$ cat src/hw/rtl/osb_pkg.sv
`default_nettype none
// ----------------------------------------------------------------------------
// osb_pkg: shared types and constants of the oriented scanline pen blitter
// Holds command codes, register indexes, size limits and the configuration
// record that the register file hands to the datapath.
// ----------------------------------------------------------------------------
package osb_pkg;

    // Input commands.
    localparam logic [1:0] CMD_SPAN  = 2'd0;
    localparam logic [1:0] CMD_PIXEL = 2'd1;
    localparam logic [1:0] CMD_PEN   = 2'd2;

    // Configuration register indexes.
    localparam int unsigned CFG_IDX_W = 3;
    localparam logic [CFG_IDX_W-1:0] REG_ORIENTATION  = 3'd0;
    localparam logic [CFG_IDX_W-1:0] REG_USE_PENS     = 3'd1;
    localparam logic [CFG_IDX_W-1:0] REG_TRANSPARENT  = 3'd2;
    localparam logic [CFG_IDX_W-1:0] REG_FRAME_WIDTH  = 3'd3;
    localparam logic [CFG_IDX_W-1:0] REG_FRAME_HEIGHT = 3'd4;
    localparam logic [CFG_IDX_W-1:0] REG_LINE_STRIDE  = 3'd5;
    localparam logic [CFG_IDX_W-1:0] REG_WIDE_PIXELS  = 3'd6;
    localparam int unsigned CFG_DATA_W = 17;

    // Size limits; register writes above them saturate.
    localparam logic [12:0] MAX_WIDTH  = 13'd4096;
    localparam logic [12:0] MAX_HEIGHT = 13'd4096;
    localparam logic [13:0] MAX_STRIDE = 14'd8192;

    // Pen table geometry.
    localparam int unsigned PEN_COUNT = 4096;
    localparam int unsigned PEN_IDX_W = $clog2(PEN_COUNT);
    localparam int unsigned PIX_W     = 16;

    // Address widths: internal accumulator and the visible write address.
    localparam int unsigned ADDR_W     = 27;
    localparam int unsigned OUT_ADDR_W = 25;

    typedef struct packed {
        logic [2:0]         orientation;
        logic               use_pens;
        logic signed [16:0] skip_pen;
        logic [12:0]        frame_width;
        logic [12:0]        frame_height;
        logic [13:0]        line_stride;
        logic               wide_pixels;
    } t_cfg;

endpackage
`default_nettype wire

$ cat src/hw/rtl/osb_addr.sv
`default_nettype none
// ----------------------------------------------------------------------------
// osb_addr: oriented write address generator
// On a span start, maps the logical start point through the orientation and
// loads the address accumulator and its step; each pixel advances it by the step.
// ----------------------------------------------------------------------------
module osb_addr (
    input  wire logic                         i_clk,
    input  wire logic                         i_rst_n,
    input  wire logic                         i_span_load,
    input  wire logic                         i_pixel_step,
    input  wire logic [11:0]                  i_span_x,
    input  wire logic [11:0]                  i_span_y,
    input  osb_pkg::t_cfg                     i_cfg,
    output logic [osb_pkg::ADDR_W-1:0]        o_address
);
    import osb_pkg::*;

    logic [ADDR_W-1:0] r_cur;
    logic [ADDR_W-1:0] n_cur;
    logic [ADDR_W-1:0] r_step;
    logic [ADDR_W-1:0] n_step;

    logic              w_swap;
    logic              w_neg;
    logic [ADDR_W-1:0] w_sx;
    logic [ADDR_W-1:0] w_sy;
    logic [ADDR_W-1:0] w_tx;
    logic [ADDR_W-1:0] w_ty;
    logic [ADDR_W-1:0] w_adv;
    logic [ADDR_W-1:0] w_prod;
    logic [ADDR_W-1:0] w_start;

    always_comb begin
        w_swap = i_cfg.orientation[2];
        w_sx   = ADDR_W'(w_swap ? i_span_y : i_span_x);
        w_sy   = ADDR_W'(w_swap ? i_span_x : i_span_y);
        // Flips wrap: a coordinate past the frame edge goes negative.
        w_tx   = i_cfg.orientation[0]
               ? ADDR_W'(i_cfg.frame_width) - ADDR_W'(1) - w_sx : w_sx;
        w_ty   = i_cfg.orientation[1]
               ? ADDR_W'(i_cfg.frame_height) - ADDR_W'(1) - w_sy : w_sy;
        // Walking direction: along the line unless swapped, then down columns.
        w_neg  = w_swap ? i_cfg.orientation[1] : i_cfg.orientation[0];
        w_adv  = w_swap ? ADDR_W'(i_cfg.line_stride) : ADDR_W'(1);
        // Only the low address bits are kept, so the product stays 27 bits.
        w_prod = w_ty * ADDR_W'(i_cfg.line_stride);
        w_start = w_prod + w_tx;

        n_cur  = r_cur;
        n_step = r_step;
        if (i_span_load) begin
            n_cur  = w_start;
            n_step = w_neg ? (ADDR_W'(0) - w_adv) : w_adv;
        end else if (i_pixel_step) begin
            n_cur  = r_cur + r_step;
        end
    end

    always_ff @(posedge i_clk) begin
        if (!i_rst_n) begin
            r_cur  <= '0;
            r_step <= ADDR_W'(1);
        end else begin
            r_cur  <= n_cur;
            r_step <= n_step;
        end
    end

    assign o_address = r_cur;

endmodule
`default_nettype wire

$ cat config.mk
export PLATFORM = sky130hd
export DESIGN_NAME = osb_addr
export DESIGN_NICKNAME = d
export VERILOG_FILES = /design/src/hw/rtl/osb_pkg.sv /design/src/hw/rtl/osb_addr.sv
export SDC_FILE = /design/constraint.sdc
export NUM_CORES = 1
export LEC_CHECK = 0
export ABC_AREA = 1
export BUFFER_PORTS_ARGS = -buffer_cell sky130_fd_sc_hd__buf_2
export CORE_AREA = 3 3 237 239
export CTS_CLUSTER_DIAMETER = 200
export DETAILED_ROUTE_END_ITERATION = 10
export DIE_AREA = 0 0 240 242
export HOLD_SLACK_MARGIN = 0.1
export PLACE_DENSITY = 0.49
export SLEW_MARGIN = 20
export SYNTH_ARGS = -nofsm -noshare
export SYNTH_HDL_FRONTEND = slang
export SYNTH_SLANG_ARGS = --single-unit
$ cat constraint.sdc
create_clock -name i_clk -period 8.7 [get_ports i_clk]
set_clock_uncertainty 0.1 [all_clocks]
set_input_delay 1.305 -clock i_clk [delete_from_list [all_inputs] [get_ports i_clk]]
set_output_delay 1.305 -clock i_clk [all_outputs]
set_load 0.03 [all_outputs]
### Yosys cells after proc, flatten, opt, wreduce, memory -nomap -nowiden

Cells that the tools add are included.

| word-level totals | value |
|---|---|
| register bits | 54 |
| latch bits | 0 |
| bits in writable memories | 0 |
| ROM bits | 0 |
| input bits | 90 |
| output and inout port bits | 27 |
| logic and storage cells | 20 |
| memories kept | 0 |

| cells by class | value |
|---|---|
| $add $sub $neg | 7 |
| multipliers | 1 |
| divide/modulo/power cells | 0 |
| $lt $le $gt $ge | 0 |
| eq/ne operators | 0 |
| shift operators | 0 |
| multiplexer cells | 9 |
| bitwise gates (word level) | 0 |
| reductions and logical operators | 1 |

Operators by type and width:

| kind | number |
|---|---|
| 27-bit 2-to-1 mux | 5 |
| 27-bit adder | 2 |
| 14-bit by 13-bit subtractor with 15-bit output | 2 |
| 13-bit by 1-bit subtractor with 14-bit output (second input constant) | 2 |
| 27-bit by 14-bit multiplier with 27-bit output | 1 |
| 12-bit 2-to-1 mux | 2 |
| 1-bit by 14-bit subtractor with 15-bit output (first input constant) | 1 |
| 14-bit 2-to-1 mux | 1 |
| 2-bit nonzero test | 1 |
| 1-bit 2-to-1 mux | 1 |

### Logic depth before layout (Yosys ltp)

Gate-level depths: netlist (run 1).

| depth | value |
|---|---|
| depth in word-level cells | 6 |
| gate-level depth with buffers | 49 |
| depth with buffers taken out | 48 |

### Least setup slack after synthesis (run 1)

OpenSTA, ideal clock, no wires.

| timing | value |
|---|---|
| path kind | input -> register |
| start point | input i_cfg[61] in the netlist's numbering |
| end point | register r_cur[26], in the netlist o_address[26] |
| setup time | 109 ps |
| arrival time | 8523 ps |
| data required time | 8491 ps |
| path slack | -32 ps |
| cell stages on the path | 45 |
| path buffers | 2 |
| cells stage by stage | inv_2 clkbuf_1 clkbuf_1 nand2_1 o21ai_0 ha_1 inv_1 fa_1 nand3_1 nand2_1 a21oi_1 nor2_1 o21ai_1 nand2_1 nand2_1 nand2_1 a21oi_1 nand2_1 (+9 left out) fa_1 inv_1 ha_1 nand2_1 nor2_1 nand2_1 nor2_1 nand2_1 nand3_1 inv_1 nand3_1 nand2_1 inv_1 nand2_1 nand3_1 nand3_1 nand2_1 inv_1 |

| between the ends | value |
|---|---|
| word-level cells in the longest chain between the ends | 6 |
| elaborated cells between the ends (all ways) | 9 |
| classes of those cells | 3 x add/sub; 1 x mul; 5 x mux |

Ends and longest elaborated chain:

| item | line | RTL |
|---|---|---|
| start: declaration | osb_addr.sv:14 | `input osb_pkg::t_cfg i_cfg,` |
| 12-bit 2-to-1 mux | osb_addr.sv:37 | `w_sy = ADDR_W'(w_swap ? i_span_x : i_span_y);` |
| 14-bit by 13-bit subtractor with 15-bit output | osb_addr.sv:42 | `? ADDR_W'(i_cfg.frame_height) - ADDR_W'(1) - w_sy : w_sy;` |
| 27-bit 2-to-1 mux | osb_addr.sv:42 |  |
| 27-bit by 14-bit multiplier with 27-bit output | osb_addr.sv:47 | `w_prod = w_ty * ADDR_W'(i_cfg.line_stride);` |
| 27-bit adder (*) | osb_addr.sv:48 | `w_start = w_prod + w_tx;` |
| 27-bit 2-to-1 mux (*) | osb_addr.sv:52 | `if (i_span_load) begin` |
| end signal: assignment | osb_addr.sv:65 | `r_cur <= n_cur;` |
| end: declaration | osb_addr.sv:19 | `logic [ADDR_W-1:0] r_cur;` |

Mark *: on every way between the ends. The rest lies on a longest branch, timed or not.
A chain may end at the register's enable or synchronous reset.

### Final worst setup path (run 1)

| timing | value |
|---|---|
| start point | input i_cfg[29] in the netlist's numbering |
| end point | register r_cur[26], in the netlist o_address[26] |

| between the ends | value |
|---|---|
| word-level cells in the longest chain between the ends | 5 |

Ends and longest elaborated chain:

| item | line | RTL |
|---|---|---|
| 13-bit by 1-bit subtractor with 14-bit output | osb_addr.sv:40 | `? ADDR_W'(i_cfg.frame_width) - ADDR_W'(1) - w_sx : w_sx;` |
| 14-bit by 13-bit subtractor with 15-bit output | osb_addr.sv:40 |  |
| 27-bit 2-to-1 mux | osb_addr.sv:40 |  |
| 27-bit adder | osb_addr.sv:48 |  |
| 27-bit 2-to-1 mux | osb_addr.sv:52 |  |

No other way between the ends.

==> results of run 1 <==
worst register-to-register path, cell delays in order, from the launching register on:
cell      delay, ps
dfxtp_1         720
ha_1            430
a21oi_1         210
o21ai_0         180
a211oi_1        360
o211ai_1        230
o21ai_0         250
nand3_2          90
nand2_1         100
inv_1            40
worst max-delay path by stage:
stage / endpoint / from
after floorplan: o_address[26] / i_cfg[61]
after global placement: o_address[20] / i_cfg[61]
after detailed placement: o_address[20] / i_cfg[61]
after CTS: o_address[20] / i_cfg[61]
after global routing: o_address[26] / i_cfg[28]
final: o_address[26] / i_cfg[29]
metrics by stage:
stage / setup slack, ps / instances
2_1_floorplan: 30.6 / 1892
3_3_place_gp: -814 / 2855
3_5_place_dp: -846 / 2855
4_1_cts: 13.4 / 2864
5_1_grt: -434 / 2870
6_report: 41.3 / 2870
sequential cells by signal, summed over array words and instances (netlist names):
register / count
o_address: 27
r_step: 15
synthesized netlist by cell type (all sizes together), types with 26 or more instances:
library cell	instances	area, um2
nand2	415	1600
inv	364	1370
fa	212	4240
nor2	198	800
a21oi	120	649
o21ai	116	588
ha	108	1350
nand3	61	333
xor2	43	377
dfxtp	42	841
clkbuf	33	128
xnor2	26	228
area by class of cell:
class                   instances  share of cell area (%)
clock buffers                   5                   0.732
clock inverters                 3                   0.139
inverters                     373                    8.26
multi-input cells            1428                    67.8
flip-flops and latches         42                    4.92
well taps                     696                    5.09
repair buffers                323                    13.1
cells by family after synthesis:
family / Yosys count
AOI/OAI and AO/OA: 304
xor gates and xnor gates: 69
adders and majority gates: 320
buffers and inverters: 422
DFF: 42
muxes: 4
and+or+nand+nor: 731
timing repair:
item	in CTS	in global routing
pin swaps	2	69
gates resized for setup	22	119
buffers inserted	1	6
setup endpoints to repair	12	16
routing by layer:
metal	part of all wire (%)	up-vias
met3	3.2	46
met2	50	243
li1	-	6465
met1	45	6383
met4	2.0	0
met5	0	-
==> results_dict.tcl, run 1 <==
set metrics [dict create \
    drt-pass1-iter-count 5 \
    io_pins 117 \
    cp_data_required_time_ps 8800 \
    placed_area_um2 16300 \
    fin_hold_ws_ps 381 \
    grt_pass1_vias 13500 \
    slowest_stage "fa_2" \
    final_cell_mix "nand2_1 (389), inv_1 (354), buf_4 (219)" \
    layout-drive-gt1-share_pct 22.1 \
    core.rowCount 85 \
    synth_top_family_by_area "adder cells" \
    tightest_slew_ps 1090 \
    setup_viol 0 \
    cp.buffers_inverters 12 \
    synth_edf_count 0 \
    postRouteAntennaNets 0 \
    dieArea_um2 58100 \
    chipHeight_um 242 \
    synth_xor_area_share_pct 4.47 \
    synth_cells 1892 \
    wl_per_cell_um 15.5 \
    postCtsHoldBufs 0 \
    cp_top_family "adder cells" \
    synth_compound_area_share_pct 12.9 \
    fin_crit_ps 8660 \
    diodes 0 \
    cp_slowest_stage_delay_ps 560 \
    n_fill_cell 5824 \
    synth_warnings 0 \
    cp_max_fo 4 \
    synth_fa_ha_area_share_pct 41.4 \
    wirelength_mm 44.5 \
    r2r_slack_ps 5910 \
    synth_cell_types 56 \
    dp_hpwl_mm 38.6 \
    cp-end-kind "flip-flop" \
    muxShareOfSynthArea_pct 0.296 \
    fin_tns_setup_ps 0 \
    cts_tree "done" \
    syn_area_per_cell_um2 7.15 \
    fmaxAchievable_ghz 0.115 \
    nets 2583 \
    start_util_pct 25.0 \
    r2r-end "o_address[26]" \
    r2r_start "r_step[25]" \
    cts_buffers 5 \
    finalHoldViolations 0 \
    first_iter_violations 610 \
    cp.arrival_ps 8750 \
    final_core_util_pct 31.6 \
    async_reset_ff_share_pct 0 \
    critPathLaunchType "input pin" \
    synth-simple-area-share_pct 22.8 \
    synth_ff_type "dfxtp_1" \
    die_w_um 240 \
    multi_input_area_um2 11600 \
    grt_busiest_layer "met2" \
    clk_pin_slew_worst_paths_ps 70 \
    slew_headroom_pct 27.0 \
    clock_latency_ps 290 \
    post-route-period-util_pct 99.5 \
    hp-class "reg2reg" \
    routabilityCongestion 0.901 \
    hold_end "r_step[0]" \
    cts.sinks 42 \
    io_buffers 97 \
    crit_path_frequent_cell "nand2_1" \
    seq_area_frac_synth_pct 6.22 \
    avgViaCountPerCell 4.58 \
    grt_usage_pct 15.3 \
    fin_area_um2 17100 \
    maxCapViolCount 0 \
    syn_area_um2 13500 \
    final_max_slew_viol_count 0 \
    gr-usage-met3_pct 1.12 \
    syn_nets 2302 \
    regArea_um2 841 \
    worstRegToRegCells 9 \
    grt_pass1_wl_mm 71.7 \
    hp-start "r_step[0]" \
    cts_root_buf "clkbuf_16" \
    grt_max_degree 60 \
    synth.ff_latch_count 42 \
    hold_depth 2 \
    gr-usage-met1_pct 20.4 \
    fp.coreArea_um2 54000 \
    htree_levels 2 \
    clockBufferDepth 2 \
    path_class "in2reg" \
    grt_use_met2_pct 27.4 \
    area_delta_synth_final_pct 26.4 \
    final_common_cell "nand2_1" \
    rsz0062_at_grt "true" \
    status "complete, no violations" \
    path_depth 47 \
    overflow 0 \
    drc_errors 0 \
    routed-via-count 13100 \
    antenna_found_initial 0 \
]
Power of run 1 is left out: the tool's default activity adds up to more than one toggle a clock period on the data nets, which glitch-free logic cannot reach.
==> run 2, diff against run 1 <==
CORE_AREA = 3 3 213 267   (was 3 3 237 239)
DIE_AREA = 0 0 216 270   (was 0 0 240 242)
PLACE_DENSITY = 0.48   (was 0.49)
clock period = 11.2 ns   (was 8.7 ns; I/O delays follow)
==> results_dict.tcl, run 2 (synthesis results as in run 1) <==
set metrics [dict create \
    crit_path_frequent_cell "nand2_1" \
    critPathLaunchType "input pin" \
    die_w_um 216 \
    cp-end-kind "flip-flop" \
    final_cell_mix "nand2_1 (403), inv_1 (357), fa_1 (212)" \
    maxCapViolCount 0 \
    first_iter_violations 588 \
    largest_reg_flops 27 \
    cp.buffers_inverters 6 \
    clock_latency_ps 300 \
    wl_per_cell_um 16.1 \
    routed-via-count 12300 \
    cts_buffers 5 \
    r2r-end "o_address[25]" \
    path_depth 38 \
    chipHeight_um 270 \
    final_max_slew_viol_count 0 \
    worstRegToRegCells 11 \
    cp.arrival_ps 9960 \
    htree_levels 2 \
    ctsResizeCount 0 \
    drt-pass1-iter-count 5 \
    start_util_pct 24.7 \
    fin_crit_ps 9880 \
    cts_root_buf "clkbuf_16" \
    hold_depth 2 \
    grt_pass1_wl_mm 69.1 \
    drc_errors 0 \
    wirelength_mm 43.3 \
    nets 2366 \
    clockBufferDepth 2 \
    layout-drive-gt1-share_pct 8.38 \
    avgViaCountPerCell 4.55 \
    slowest_stage "fa_1" \
    area_delta_synth_final_pct 10.4 \
    path_class "in2reg" \
    grt_pass1_vias 13000 \
    dp_hpwl_mm 37.8 \
    cp_max_fo 19 \
    finalHoldViolations 0 \
    clk_pin_slew_worst_paths_ps 60 \
    post_cts_buffers 0 \
    io_buffers 97 \
    antenna_found_initial 2 \
    postCtsHoldBufs 0 \
    postRouteAntennaNets 0 \
    endpoint "o_address[25]" \
    overflow 0 \
    grt_usage_pct 14.8 \
    io_pins 117 \
    routabilityCongestion 0.874 \
    n_fill_cell 6184 \
    post-route-period-util_pct 88.2 \
    rsz0062_at_grt "false" \
    r2r_slack_ps 8310 \
    cp_top_family "adder cells" \
    tightest_slew_ps 994 \
    slew_headroom_pct 33.3 \
    setup_viol 0 \
    final_common_cell "nand2_1" \
    hp-class "reg2reg" \
    fp.coreArea_um2 54800 \
    grt_max_degree 60 \
    cp_slowest_stage_delay_ps 710 \
    fmaxAchievable_ghz 0.101 \
    r2r_start "r_step[25]" \
    core.rowCount 96 \
    fin_tns_setup_ps 0 \
    status "complete, no violations" \
    cts_tree "done" \
    cts.sinks 42 \
    cp_data_required_time_ps 11280 \
    dieArea_um2 58300 \
    cp-startpoint "i_cfg[61]" \
]
run 2: worst min-delay path by stage:
stage	endpoint	start	slack [ps]
3_5_place_dp	r_step[0]	r_step[0]	370
6_report	r_step[0]	r_step[0]	380
4_1_cts	r_step[0]	r_step[0]	380
2_1_floorplan	r_step[0]	r_step[0]	350
3_3_place_gp	r_step[0]	r_step[0]	370
5_1_grt	r_step[0]	r_step[0]	440
run 2: worst register-to-register path, cell delays in order (launching register included):
cell and delay (ps):
dfxtp_1 740, ha_1 430, nand2_1 110, nand2_1 80
a31oi_1 330, o21ai_0 190, a221oi_1 380, nand3_1 120
nand2_1 80, nor2_1 60, nor2_1 100, nor2_1 50
run 2: cell type report:
type                            count  area (um2)  area share, %
Timing Repair Buffer              106         553           3.70
Sequential cell                    42         841           5.63
Tap cell                          735         920           6.16
Multi-Input combinational cell   1428       11100           74.2
Clock buffer                        5         125          0.838
Inverter                          373        1400           9.37
Antenna cell                        1        2.50         0.0168
Clock inverter                      2        15.0          0.101
run 2: routing by layer:
layer	wire, um	global-route usage [%]
met5	13	0
met4	1000	3.61
met3	1180	1.11
met2	22700	28.7
met1	18400	17.5
run 2: stage by stage:
stage | worst slack (ps) | hold slack [ps] | cell area (um2) | cells | util (%)
6_report | 1320 | 381 | 14900 | 2692 | 27.3
5_1_grt | 667 | 441 | 14900 | 2692 | 27.3
3_5_place_dp | 1020 | 370 | 14800 | 2684 | 27.0
3_3_place_gp | 1110 | 368 | 14800 | 2684 | 27.0
4_1_cts | 1290 | 385 | 14900 | 2691 | 27.3
2_1_floorplan | 2090 | 347 | 13500 | 1892 | -
Power of run 2 is left out for the same reason.
