<file path="src/hw/rtl/osb_pkg.sv">
`default_nettype none
// ----------------------------------------------------------------------------
// osb_pkg: shared types and constants of the oriented scanline pen blitter
// Holds command codes, register indexes, size limits and the configuration
// record that the register file hands to the datapath.
// ----------------------------------------------------------------------------
package osb_pkg;

    // Input commands.
    localparam logic [1:0] CMD_SPAN  = 2'd0;
    localparam logic [1:0] CMD_PIXEL = 2'd1;
    localparam logic [1:0] CMD_PEN   = 2'd2;

    // Configuration register indexes.
    localparam int unsigned CFG_IDX_W = 3;
    localparam logic [CFG_IDX_W-1:0] REG_ORIENTATION  = 3'd0;
    localparam logic [CFG_IDX_W-1:0] REG_USE_PENS     = 3'd1;
    localparam logic [CFG_IDX_W-1:0] REG_TRANSPARENT  = 3'd2;
    localparam logic [CFG_IDX_W-1:0] REG_FRAME_WIDTH  = 3'd3;
    localparam logic [CFG_IDX_W-1:0] REG_FRAME_HEIGHT = 3'd4;
    localparam logic [CFG_IDX_W-1:0] REG_LINE_STRIDE  = 3'd5;
    localparam logic [CFG_IDX_W-1:0] REG_WIDE_PIXELS  = 3'd6;
    localparam int unsigned CFG_DATA_W = 17;

    // Size limits; register writes above them saturate.
    localparam logic [12:0] MAX_WIDTH  = 13'd4096;
    localparam logic [12:0] MAX_HEIGHT = 13'd4096;
    localparam logic [13:0] MAX_STRIDE = 14'd8192;

    // Pen table geometry.
    localparam int unsigned PEN_COUNT = 4096;
    localparam int unsigned PEN_IDX_W = $clog2(PEN_COUNT);
    localparam int unsigned PIX_W     = 16;

    // Address widths: internal accumulator and the visible write address.
    localparam int unsigned ADDR_W     = 27;
    localparam int unsigned OUT_ADDR_W = 25;

    typedef struct packed {
        logic [2:0]         orientation;
        logic               use_pens;
        logic signed [16:0] skip_pen;
        logic [12:0]        frame_width;
        logic [12:0]        frame_height;
        logic [13:0]        line_stride;
        logic               wide_pixels;
    } t_cfg;

endpackage
`default_nettype wire

</file>
<file path="src/hw/rtl/osb_cfg.sv">
`default_nettype none
// ----------------------------------------------------------------------------
// osb_cfg: configuration register file
// Seven registers written by index; size registers saturate at their limits.
// ----------------------------------------------------------------------------
module osb_cfg (
    input  wire logic                            i_clk,
    input  wire logic                            i_rst_n,
    input  wire logic                            i_wr_en,
    input  wire logic [osb_pkg::CFG_IDX_W-1:0]   i_index,
    input  wire logic [osb_pkg::CFG_DATA_W-1:0]  i_data,
    output osb_pkg::t_cfg                        o_cfg
);
    import osb_pkg::*;

    t_cfg        r_cfg;
    t_cfg        n_cfg;
    logic [12:0] w_d13;
    logic [13:0] w_d14;

    assign w_d13 = i_data[12:0];
    assign w_d14 = i_data[13:0];

    always_comb begin
        n_cfg = r_cfg;
        if (i_wr_en) begin
            unique case (i_index)
                REG_ORIENTATION:  n_cfg.orientation     = i_data[2:0];
                REG_USE_PENS:     n_cfg.use_pens        = i_data[0];
                REG_TRANSPARENT:  n_cfg.skip_pen        = i_data[16:0];
                REG_FRAME_WIDTH:  n_cfg.frame_width  = (w_d13 > MAX_WIDTH)  ? MAX_WIDTH  : w_d13;
                REG_FRAME_HEIGHT: n_cfg.frame_height = (w_d13 > MAX_HEIGHT) ? MAX_HEIGHT : w_d13;
                REG_LINE_STRIDE:  n_cfg.line_stride  = (w_d14 > MAX_STRIDE) ? MAX_STRIDE : w_d14;
                REG_WIDE_PIXELS:  n_cfg.wide_pixels     = i_data[0];
                default: begin
                    n_cfg = r_cfg;
                end
            endcase
        end
    end

    always_ff @(posedge i_clk) begin
        if (!i_rst_n) begin
            r_cfg.orientation     <= 3'd0;
            r_cfg.use_pens        <= 1'b0;
            r_cfg.skip_pen        <= -17'sd1;
            r_cfg.frame_width     <= 13'd256;
            r_cfg.frame_height    <= 13'd256;
            r_cfg.line_stride     <= 14'd256;
            r_cfg.wide_pixels     <= 1'b0;
        end else begin
            r_cfg <= n_cfg;
        end
    end

    assign o_cfg = r_cfg;

endmodule
`default_nettype wire

</file>
<file path="config.mk">
export PLATFORM = sky130hd
export DESIGN_NAME = osb_cfg
export DESIGN_NICKNAME = d
export VERILOG_FILES = /design/src/hw/rtl/osb_pkg.sv /design/src/hw/rtl/osb_cfg.sv
export SDC_FILE = /design/constraint.sdc
export NUM_CORES = 1
export LEC_CHECK = 0
export BUFFER_PORTS_ARGS = -buffer_cell sky130_fd_sc_hd__buf_2
export CORE_MARGIN = 1
export CORE_UTILIZATION = 50
export DETAILED_ROUTE_END_ITERATION = 12
export PLACE_DENSITY = 0.85
export SLEW_MARGIN = 20
export SYNTH_ARGS = -nofsm -noshare
export SYNTH_HDL_FRONTEND = slang
export SYNTH_SLANG_ARGS = --single-unit
</file>
<file path="constraint.sdc">
create_clock -name i_clk -period 2.8 [get_ports i_clk]
set_input_delay 0.28 -clock i_clk [delete_from_list [all_inputs] [get_ports i_clk]]
set_output_delay 0.28 -clock i_clk [all_outputs]
set_load 0.01 [all_outputs]
</file>
### After elaboration in Yosys (flattened, before gate mapping)

Cells that the tools add are included.

* magnitude comparators: 2
* equality and inequality tests: 6
* muxes and demuxes: 2
* reductions and logical operators: 8

Operator list (number)
* 14-bit greater-than comparator (second input constant): 1
* 14-bit two-way mux: 1
* 2-bit AND reduction: 7
* 13-bit greater-than comparator (second input constant): 1
* 13-bit two-way mux: 1
* 3-bit == test (second input constant): 3
* 3-bit by 2-bit == test with 1-bit output (second input constant): 2
* 3-bit by 1-bit == test with 1-bit output (second input constant): 1
* 3-bit zero test: 1

* bits in registers: 62
* input port bits: 23
* output and inout bits: 62
* word-level logic and storage cells: 25

### Logic depth before layout (Yosys ltp)

Gate-level depths: netlist (run 1).

* word-level depth: 2
* gate-level depth with buffers: 6

### Least setup slack after synthesis (run 1)

OpenSTA, ideal clock, no wires.

* path type: input-to-reg
* from: input i_index[2] in the netlist's numbering
* to: register r_cfg (netlist bit o_cfg[48])
* arrival: 1006 ps
* path slack: 1658 ps
* stages on the path: 6
* path through: buf_4 > nand4bb_1 > buf_2 > buf_6 > nand2_1 > nand3_1

* word-level cells in the longest chain between the ends: 2

Ends and longest elaborated chain
* from (decl): RTL line osb_cfg.sv:10 `input wire logic [osb_pkg::CFG_IDX_W-1:0] i_index,`
* 3-bit by 2-bit == test with 1-bit output: RTL line osb_cfg.sv:27 `unique case (i_index)`
* 2-bit AND reduction (no source line)
* to (signal assigned): RTL line osb_cfg.sv:52 `r_cfg <= n_cfg;`
* to (decl): RTL line osb_cfg.sv:16 `t_cfg r_cfg;`

Every way passes these cells.
A chain may end at the register's enable or synchronous reset.

### Final worst setup path (run 1)

* from: input i_index[0] in the netlist's numbering
* to: register r_cfg (netlist bit o_cfg[53])

Same word-level chain as after synthesis.

==> summary.md, run 1 <==
| Metric | Value |
|---|---|
| First-pass GRT wire length | `9791 µm` |
| Largest register FFs | `62` |
| Diode count | `0` |
| Final ANT Viol Nets | `0` |
| Cts-stage hold buffer count | `0` |
| Worst-Skew Late Latency | `0.33 ns` |
| Clock tree sinks | `62` |
| CTS HTree Levels | `3` |
| # port buffers | `84` |
| Post-synthesis sequential area ratio | `48.87%` |
| Wire length per cell | `13.69 µm` |
| Max rail drop VDD | `0.2505 mV` |
| Max Slew Vio Count | `0` |
| Starting Density | `52.73%` |
| DRC Markers | `0` |
| CP Data Arrival Time | `1.56 ns` |
| CTS Buf Count | `9` |
| Flop pwr share | `53.1%` |
| Worst path bufs/invs | `1` |
| Main synth FF type | `dfxtp_1` |
| Nets | `384` |
| Detailed-router iteration count before antenna repair | `4` |
| Synthesized Nets | `313` |
| Post-place setup slack | `1.069 ns` |
| Final setup margin | `1.405 ns` |
| Post-DP HPWL | `4374 µm` |
| Core area | `4817 µm²` |
| Hold Crit Class | `input pin to flop` |
| Setup-failing EPs final | `0` |
| Vias | `2311` |
| Max-capacitance violation count | `0` |
| Count of cell types in the netlist | `26` |
| Worst slew margin | `47.04%` |
| Initial antenna violation count | `0` |
| RSZ-0062 raised after global routing | `no` |
| Leakage power | `1.352 nW` |
| Vias in the first global route | `2186` |
| PwrDens | `558.5 nW/µm²` |
| Final TNS setup | `0 ns` |
| Status | `finished, final reports clean` |
| Critical path, cell by cell | `buf_2 > nand4bb_1 > nand2_1 > o211ai_1` |
| Clock network power share | `38.2%` |
| Combinational fraction of design power | `8.7%` |
| Syn Inst Count | `290` |
| P_int | `0.001304 W` |
| Total GRT Usage | `24.16%` |
| # fillers | `474` |
| Share of cells above drive strength 1 | `28.42%` |
| Die Ht | `73.28 µm` |
| Crit path max-delay family | `simple AND/OR/NAND/NOR gates` |
| # resized after CTS | `0` |
| Final core occ | `63.71%` |
| Overflow after GRT | `0` |
| Crit path max fanout | `19` |
| Critical Path Max Stage Delay | `0.72 ns` |
| Hold slack | `0.1636 ns` |
| Flop and latch count out of synthesis | `62` |
| Path type of the worst setup path | `input pin to flop` |
| Yosys warns | `0` |
| Post-CTS setup repair buffer count | `0` |
| CTS Buffer Depth | `2` |
| CP Data Required Time | `2.96 ns` |
| Switching Share | `23.92%` |
| Die area | `5369 µm²` |
| Net Switching | `0.0004100 W` |
| FFs w/ async S/R, synth | `0%` |
| Post-Syn Area | `2540 µm²` |
| Total Routed Length | `5928 µm` |
| CP endpoint kind | `flop` |
| Design Power | `0.001714 W` |
| Crit path max-delay cell type | `nand4bb_1` |
| Clk_skew | `0 ns` |
| Area Overhead vs Synth | `20.84%` |
| GPL Wtd Cong | `0.8123` |
| Die X | `73.28 µm` |
| Minimum clock period | `1.395 ns` |
| Largest net degree at the start of global routing | `50` |
| Final Hold Fails | `0` |
| Drt first-iter violations | `132` |
| Via density | `5.337` |
| Crit share post-route | `49.82%` |
| # rows | `25` |
| Synthesized area per cell | `8.758 µm²` |
| I/O pin count | `85` |
| FMAX | `716.9 MHz` |
| Post-synth EDFFs | `0` |
| CTS tree | `done` |
| CTS root buf | `clkbuf_8` |
| Worst slew pin tran | `0.7943 ns` |
| Clock-pin slew on the worst setup and hold paths | `0.06 ns` |
| Critical path launch point type | `input pin` |
## cells by family (layout without fill, tap and decap cells)
group | after synthesis | count (layout) | share of synthesized area [%]
compound gates | 44 | 44 | 12.41
mux | 5 | 5 | 1.971
simple gates | 152 | 152 | 30.79
flops | 62 | 62 | 48.87
buf+inv | 27 | 103 | 5.960
## worst register-to-register path: cells and delay by family (launching register included)
kind,cells,cell delay (ns)
flip-flops,1,0.31
AO/OA/AOI/OAI,1,0.11
AND/OR/NAND/NOR,1,0.06
## power groups by stage
stage / combinational [W] / sequential, W / clock, W
floorplan: 0.0000876 / 0.000938 / 0
global placement: 0.000146 / 0.000929 / 0
detailed placement: 0.000150 / 0.000929 / 0
CTS: 0.000150 / 0.000910 / 0.000667
global route: 0.000166 / 0.000911 / 0.000702
finish: 0.000150 / 0.000910 / 0.000654
## final timing paths
check        slack, ns  depth (start not counted)   endpoint  startpoint
max               1.41                          4  o_cfg[53]  i_index[0]
min               0.16                          3  o_cfg[57]  i_data[16]
max reg2reg       2.15                          2   o_cfg[9]    o_cfg[9]
min reg2reg       0.45                          2  o_cfg[25]   o_cfg[25]
## cell usage in the layout, fill, tap and decap left out
cell type / n
clkinv_2: 1
nor4_2: 3
a31oi_1: 1
and4b_1: 2
mux2i_1: 5
a21boi_0: 1
a41oi_1: 1
o21ai_0: 6
clkbuf_1: 5
and4bb_2: 3
nand4bb_1: 2
a21boi_1: 26
nand3_1: 37
inv_1: 2
dfxtp_1: 62
clkbuf_8: 10
nor4b_4: 1
buf_2: 84
nand4b_1: 2
o31ai_1: 4
o211ai_1: 5
buf_4: 1
nand4b_4: 1
nand2_1: 87
nor2b_1: 14
## per-layer routing
layer | vias to the layer above | track usage (%) | routed length (µm)
met5 | - | 0 | 0
met4 | 0 | 10.02 | 105
met3 | 17 | 7.407 | 336
met2 | 81 | 40.53 | 3015
met1 | 1091 | 28.65 | 2472
li1 | 1122 | - | -
## per-stage QoR
| step | cell area (µm²) | std cells |
|---|---|---|
| 2_1_floorplan | 2540 | 290 |
| 3_3_place_gp | 2908 | 417 |
| 3_5_place_dp | 2908 | 417 |
| 4_1_cts | 3069 | 433 |
| 5_1_grt | 3069 | 433 |
| 6_report | 3069 | 433 |
## cells in the mapped netlist, types with 3 or more instances
cell / instances / area [µm²]
nor4_2: 3 / 37.54
nand2_1: 87 / 326.6
nand3_1: 37 / 185.2
o31ai_1: 4 / 30.03
o211ai_1: 5 / 37.54
buf_2: 9 / 45.04
dfxtp_1: 62 / 1241
a21boi_1: 26 / 195.2
o21ai_0: 6 / 30.03
nor2b_1: 14 / 87.58
and4bb_2: 3 / 37.54
buf_6: 4 / 45.04
mux2i_1: 5 / 50.05
clkbuf_1: 7 / 26.28
## area by class of cell
type	instances	area [µm²]	share of cell area, %
sequential	62	1241	40.44
inverter	2	7.507	0.2446
timing repair buffer	85	427.9	13.94
tap	67	83.83	2.731
multi-input combinational	201	1147	37.38
clock inverter	1	5.005	0.1631
clock buffer	15	156.4	5.096
No activity file was read; power rests on OpenSTA's default activity.
==> run 2: changes to the inputs <==
==> constraint.sdc (replaced) <==
create_clock -name i_clk -period 1.4 [get_ports i_clk]
set_input_delay 0.14 -clock i_clk [delete_from_list [all_inputs] [get_ports i_clk]]
set_output_delay 0.14 -clock i_clk [all_outputs]
set_load 0.01 [all_outputs]
==> run 2 against run 1 <==
Sequential share of layout area decreased by 0.98 points. Critical path depth decreased by 3. Cell count increased by 1.2%. Flip-flop and latch count unchanged. Largest cell class unchanged. Largest power group unchanged.
==> summary.md, run 2 (synthesized netlist as in run 1, its figures left out) <==
| Metric | Value |
|---|---|
| Net Switching | `0.0008587 W (+110%)` |
| Initial antenna violation count | `0 (unchanged)` |
| DRC Markers | `0 (unchanged)` |
| Clk_skew | `0 ns (unchanged)` |
| # port buffers | `84 (unchanged)` |
| Final Hold Fails | `0 (unchanged)` |
| PwrDens | `1173 nW/µm² (+110%)` |
| Vias | `2258 (-2.3%)` |
| Die area | `5369 µm² (unchanged)` |
| CTS root buf | `clkbuf_8` |
| Clock tree sinks | `62 (unchanged)` |
| Detailed-router iteration count before antenna repair | `4 (unchanged)` |
| Die Ht | `73.28 µm (unchanged)` |
| Routed met3 length | `358 µm (+6.5%)` |
| Die X | `73.28 µm (unchanged)` |
| Worst hold path startpoint | `i_data[16]` |
| Final core occ | `65.30% (+1.6 points)` |
| Final TNS setup | `0 ns (unchanged)` |
| Critical path startpoint | `o_cfg[18]` |
| Clock network power share | `42.3% (+4.1 points)` |
| Worst r2r path cells | `2 (unchanged)` |
| Nets | `389 (+1.3%)` |
| Leakage power | `1.399 nW (+3.5%)` |
| Critical Path Max Stage Delay | `0.35 ns (-0.37 ns)` |
| Path type of the worst setup path | `flop to output pin` |
| Hold Crit Class | `input pin to flop` |
| Post-place setup slack | `0.2228 ns (-0.8459 ns)` |
| Largest net degree at the start of global routing | `26 (-48%)` |
| CTS HTree Levels | `3 (unchanged)` |
| Commonest non-fill, non-tap cell in the layout | `nand2_1` |
| Share of cells above drive strength 1 | `30.46% (+2.0 points)` |
| Status | `finished, final reports clean` |
| Core area | `4817 µm² (unchanged)` |
| Worst path bufs/invs | `1 (unchanged)` |
| CTS Buf Count | `9 (unchanged)` |
| Minimum clock period | `0.9628 ns` |
| Cts-stage hold buffer count | `0 (unchanged)` |
| CP endpoint kind | `output pin` |
| # resized after CTS | `0 (unchanged)` |
| I/O pin count | `85 (unchanged)` |
| GPL Wtd Cong | `0.7757 (-4.5%)` |
| Max-capacitance violation count | `0 (unchanged)` |
| CTS tree | `done` |
| Worst r2r src | `o_cfg[61]` |
| Worst slew margin | `68.94% (+22 points)` |
| Crit path max-delay cell type | `dfxtp_1` |
| Total Routed Length | `6031 µm (+1.7%)` |
| Drt first-iter violations | `199 (+51%)` |
| Switching Share | `23.27% (-0.65 points)` |
| Hold slack | `0.02160 ns (-0.1420 ns)` |
| Highest-count cells in the layout ignoring fill and taps | `87 x nand2_1, 84 x buf_2, 62 x dfxtp_1, 37 x nand3_1, 26 x a21boi_1` |
| Starting Density | `52.73% (unchanged)` |
| Area Overhead vs Synth | `23.84%` |
| RSZ-0062 raised after global routing | `no` |
| Final setup margin | `0.4372 ns (-0.9679 ns)` |
| Setup-failing EPs final | `0 (unchanged)` |
| FMAX | `1039 MHz` |
| Met2 wire len | `2943 µm (-2.4%)` |
| M1 WL | `2643 µm (+6.9%)` |
| Critical path, cell by cell | `buf_2` |
| Critical path launch point type | `flop` |
| Crit path max fanout | `2 (-17)` |
| Crit share post-route | `68.77%` |
| Post-CTS setup repair buffer count | `0 (unchanged)` |
| Wire length per cell | `13.77 µm (+0.58%)` |
| Max Slew Vio Count | `0 (unchanged)` |
| First-pass GRT wire length | `9680 µm (-1.1%)` |
| CP Data Arrival Time | `0.82 ns (-0.74 ns)` |
| Post-DP HPWL | `4246 µm (-2.9%)` |
| Combinational fraction of design power | `8.4% (-0.3 points)` |
| Max rail drop VDD | `0.6254 mV (+150%)` |
| Final ANT Viol Nets | `0 (unchanged)` |
| P_int | `0.002832 W (+120%)` |
| CP Data Required Time | `1.26 ns (-1.70 ns)` |
| Highest metal used | `met4` |
| Flop pwr share | `49.3% (-3.8 points)` |
| CTS Buffer Depth | `2 (unchanged)` |
| Total GRT Usage | `24.19% (+0.036 points)` |
| Largest register FFs | `62 (unchanged)` |
| Worst path depth | `1 (-3)` |
| Worst-Skew Late Latency | `0.33 ns (about the same)` |
| Worst slew pin tran | `0.4653 ns (-0.3290 ns)` |
| # rows | `25 (unchanged)` |
| Crit path max-delay family | `flip-flops` |
| Clock-pin slew on the worst setup and hold paths | `0.06 ns (about the same)` |
| Vias in the first global route | `2050 (-6.2%)` |
| Overflow after GRT | `0 (unchanged)` |
| Hold path depth | `3 (unchanged)` |
| Diode count | `0 (unchanged)` |
| Via density | `5.155 (-3.4%)` |
run 2: final timing paths:
| kind | slack, ns | to |
|---|---|---|
| max | 0.44 | o_cfg[18] |
| min reg2reg | 0.45 | o_cfg[8] |
| min | 0.02 | o_cfg[57] |
| max reg2reg | 0.79 | o_cfg[61] |
run 2: cell type report:
| type | instances | area, µm² |
|---|---|---|
| Clock buffer | 12 | 155.1 |
| Clock inverter | 4 | 45.04 |
| Multi-Input combinational cell | 201 | 1147 |
| Fill cell | 451 | 1672 |
| Timing Repair Buffer | 90 | 465.4 |
| Tap cell | 67 | 83.83 |
| Sequential cell | 62 | 1241 |
| Inverter | 2 | 7.507 |
run 2: power groups by stage:
stage	sequential (W)	clock [W]	combinational, W
after CTS	0.00182	0.00160	0.000310
after global routing	0.00182	0.00167	0.000340
after global placement	0.00186	0	0.000302
after detailed placement	0.00186	0	0.000308
after floorplan	0.00188	0	0.000175
final	0.00182	0.00156	0.000310
run 2: layer usage:
layer / vias up / track usage, %
met5: - / 0
met4: 0 / 9.586
met3: 8 / 8.230
met2: 63 / 39.20
met1: 1055 / 29.54
li1: 1132 / -
run 2: per-stage QoR:
stage	cell area [µm²]	power [W]	cells
after floorplan	2540	0.002052	290
after global placement	2945	0.002159	422
after detailed placement	2945	0.002166	422
after CTS	3146	0.003725	438
after global routing	3146	0.003835	438
final	3146	0.003691	438
run 2: worst min-delay path, delay by kind of cell:
family | cells | cell delay (ns)
buffers and inverters | 1 | 0.08
AND/OR/NAND/NOR | 2 | 0.10
==> run 3: changes to the inputs <==
==> constraint.sdc (replaced) <==
create_clock -name i_clk -period 0.98 [get_ports i_clk]
set_input_delay 0.098 -clock i_clk [delete_from_list [all_inputs] [get_ports i_clk]]
set_output_delay 0.098 -clock i_clk [all_outputs]
set_load 0.01 [all_outputs]
==> run 3 against run 2 <==
Non-clock buffer count rose by 23. Sequential power rose by 43%. Largest power group unchanged. Clock-buffer cell count rose by 1. Highest routed layer unchanged. Flip-flop and latch count did not move. Largest cell class unchanged.
==> summary.md, run 3 (synthesized netlist as in run 1, its figures left out) <==
| Metric | Value |
|---|---|
| Status | `finished, final reports clean` |
| Nets | `412 (+5.9%)` |
| Overflow after GRT | `0 (unchanged)` |
| I/O pin count | `85 (unchanged)` |
| CTS Buf Count | `9 (unchanged)` |
| Clk_skew | `0 ns (unchanged)` |
| CTS root buf | `clkbuf_8` |
| Register area | `1241 µm² (unchanged)` |
| Die Ht | `73.28 µm (unchanged)` |
| Starting Density | `52.73% (unchanged)` |
| Max-capacitance violation count | `0 (unchanged)` |
| Clock-pin slew on the worst setup and hold paths | `0.07 ns (about the same)` |
| Post-DP HPWL | `4776 µm (+12%)` |
| Worst slew margin | `74.00% (+5.1 points)` |
| CTS tree | `done` |
| Die area | `5369 µm² (unchanged)` |
| Detailed-router iteration count before antenna repair | `4 (unchanged)` |
| Setup-failing EPs final | `0 (unchanged)` |
| Total GRT Usage | `26.51% (+2.3 points)` |
| Final ANT Viol Nets | `0 (unchanged)` |
| Total Routed Length | `6742 µm (+12%)` |
| Highest-count cells in the layout ignoring fill and taps | `87 x nand2_1, 83 x buf_2, 62 x dfxtp_1, 37 x nand3_1, 26 x a21boi_1` |
| Critical path startpoint | `o_cfg[56]` |
| Drt first-iter violations | `162 (-19%)` |
| # fillers | `398 (-12%)` |
| Vias in the first global route | `2301 (+12%)` |
| Leakage power | `1.525 nW (+9.0%)` |
| DRC Markers | `0 (unchanged)` |
| FMAX | `1048 MHz` |
| Die X | `73.28 µm (unchanged)` |
| Max rail drop VDD | `0.8890 mV (+42%)` |
| Crit share post-route | `97.39%` |
| Via density | `5.254 (+1.9%)` |
| Vias | `2422 (+7.3%)` |
| Wire length per cell | `14.62 µm (+6.2%)` |
| Worst r2r src | `o_cfg[29]` |
| Largest register FFs | `62 (unchanged)` |
| Hold Crit Class | `input pin to flop` |
| Final TNS setup | `0 ns (unchanged)` |
| R2R setup slack | `0.36 ns (-0.43 ns)` |
| Footprint of the multi-input gates | `1147 µm² (unchanged)` |
| Area Overhead vs Synth | `33.15%` |
| Worst-Skew Late Latency | `0.34 ns (about the same)` |
| Initial antenna violation count | `0 (unchanged)` |
| Hold slack | `0.02532 ns (+0.003715 ns)` |
| # port buffers | `84 (unchanged)` |
| Critical Path Max Stage Delay | `0.37 ns (+0.02 ns)` |
| GPL Wtd Cong | `0.8296 (+6.9%)` |
| PwrDens | `1650 nW/µm² (+41%)` |
| Diode count | `0 (unchanged)` |
| CP Data Required Time | `0.88 ns (-0.38 ns)` |
| Critical path launch point type | `flop` |
| Final core occ | `70.21% (+4.9 points)` |
| Share of cells above drive strength 1 | `33.25% (+2.8 points)` |
| Crit path max fanout | `2 (unchanged)` |
| Final Hold Fails | `0 (unchanged)` |
| Largest net degree at the start of global routing | `21 (-19%)` |
| Worst hold path startpoint | `i_data[13]` |
| CTS Buffer Depth | `2 (unchanged)` |
| Path type of the worst setup path | `flop to output pin` |
| RSZ-0062 raised after global routing | `no` |
| Max Slew Vio Count | `0 (unchanged)` |
| Crit path max-delay cell type | `dfxtp_1` |
| Commonest non-fill, non-tap cell in the layout | `nand2_1` |
| Core area | `4817 µm² (unchanged)` |
| CTS HTree Levels | `3 (unchanged)` |
| Crit path max-delay family | `flip-flops` |
| Worst slew pin tran | `0.3868 ns (-0.07855 ns)` |
| Critical path, cell by cell | `buf_4` |
| Worst path bufs/invs | `1 (unchanged)` |
| Minimum clock period | `0.9545 ns` |
| CP endpoint kind | `output pin` |
| CP Data Arrival Time | `0.86 ns (+0.04 ns)` |
| Clock tree sinks | `62 (unchanged)` |
| First-pass GRT wire length | `10450 µm (+8.0%)` |
| # rows | `25 (unchanged)` |
## run 3: changes by cell type in the layout (fill, tap and decap cells not counted), sizes merged
cell,previous run,this run
buf,90,110
bufinv,1,2
clkinvlp,0,1
clkinv,3,0
clkbuf,12,13
dlygate4sd3,0,3
## run 3: repair_timing
action / CTS / global route
buffers inserted: 0 / 0
setup endpoints to repair: 0 / 1
resized for setup: 0 / 1
hold buffers: 3 / 0
hold endpoints to repair: 3 / 0
## run 3: layout make-up
class	count	share of cell area, %
sequential	62	36.70
inverter	2	0.2220
clock buffer	13	4.403
timing repair buffer	113	20.27
tap	67	2.479
multi-input combinational	201	33.93
clock inverter	3	1.998
## run 3: path summary, 6_finish.rpt
check,cells past startpoint,endpoint
worst max-delay path,1,o_cfg[56]
worst min-delay path,3,o_cfg[14]
worst max register to register,2,o_cfg[29]
worst min register to register,2,o_cfg[26]
## run 3: per-stage QoR
step | setup slack, ns | total power [W] | std cells | instance area [µm²]
3_5_place_dp | -0.2672 | 0.003172 | 442 | 3133
6_report | 0.02555 | 0.005580 | 461 | 3382
4_1_cts | 0.03035 | 0.005614 | 461 | 3379
3_3_place_gp | -0.1520 | 0.003156 | 442 | 3133
2_1_floorplan | 0.01951 | 0.002931 | 290 | 2540
5_1_grt | 0.001171 | 0.005762 | 461 | 3382
## run 3: where the power goes
| part | switching [W] | internal [W] | leakage, nW |
|---|---|---|---|
| clock | 0.000941 | 0.00150 | 0.104 |
| sequential | 0.0000273 | 0.00257 | 0.503 |
| combinational | 0.000294 | 0.000239 | 0.919 |
## run 3: layer usage
layer	part of all wire (%)	global-route usage, %
met1	42	31.54
met2	49	43.31
met3	6.0	6.996
met4	3.2	15.03
met5	0	0
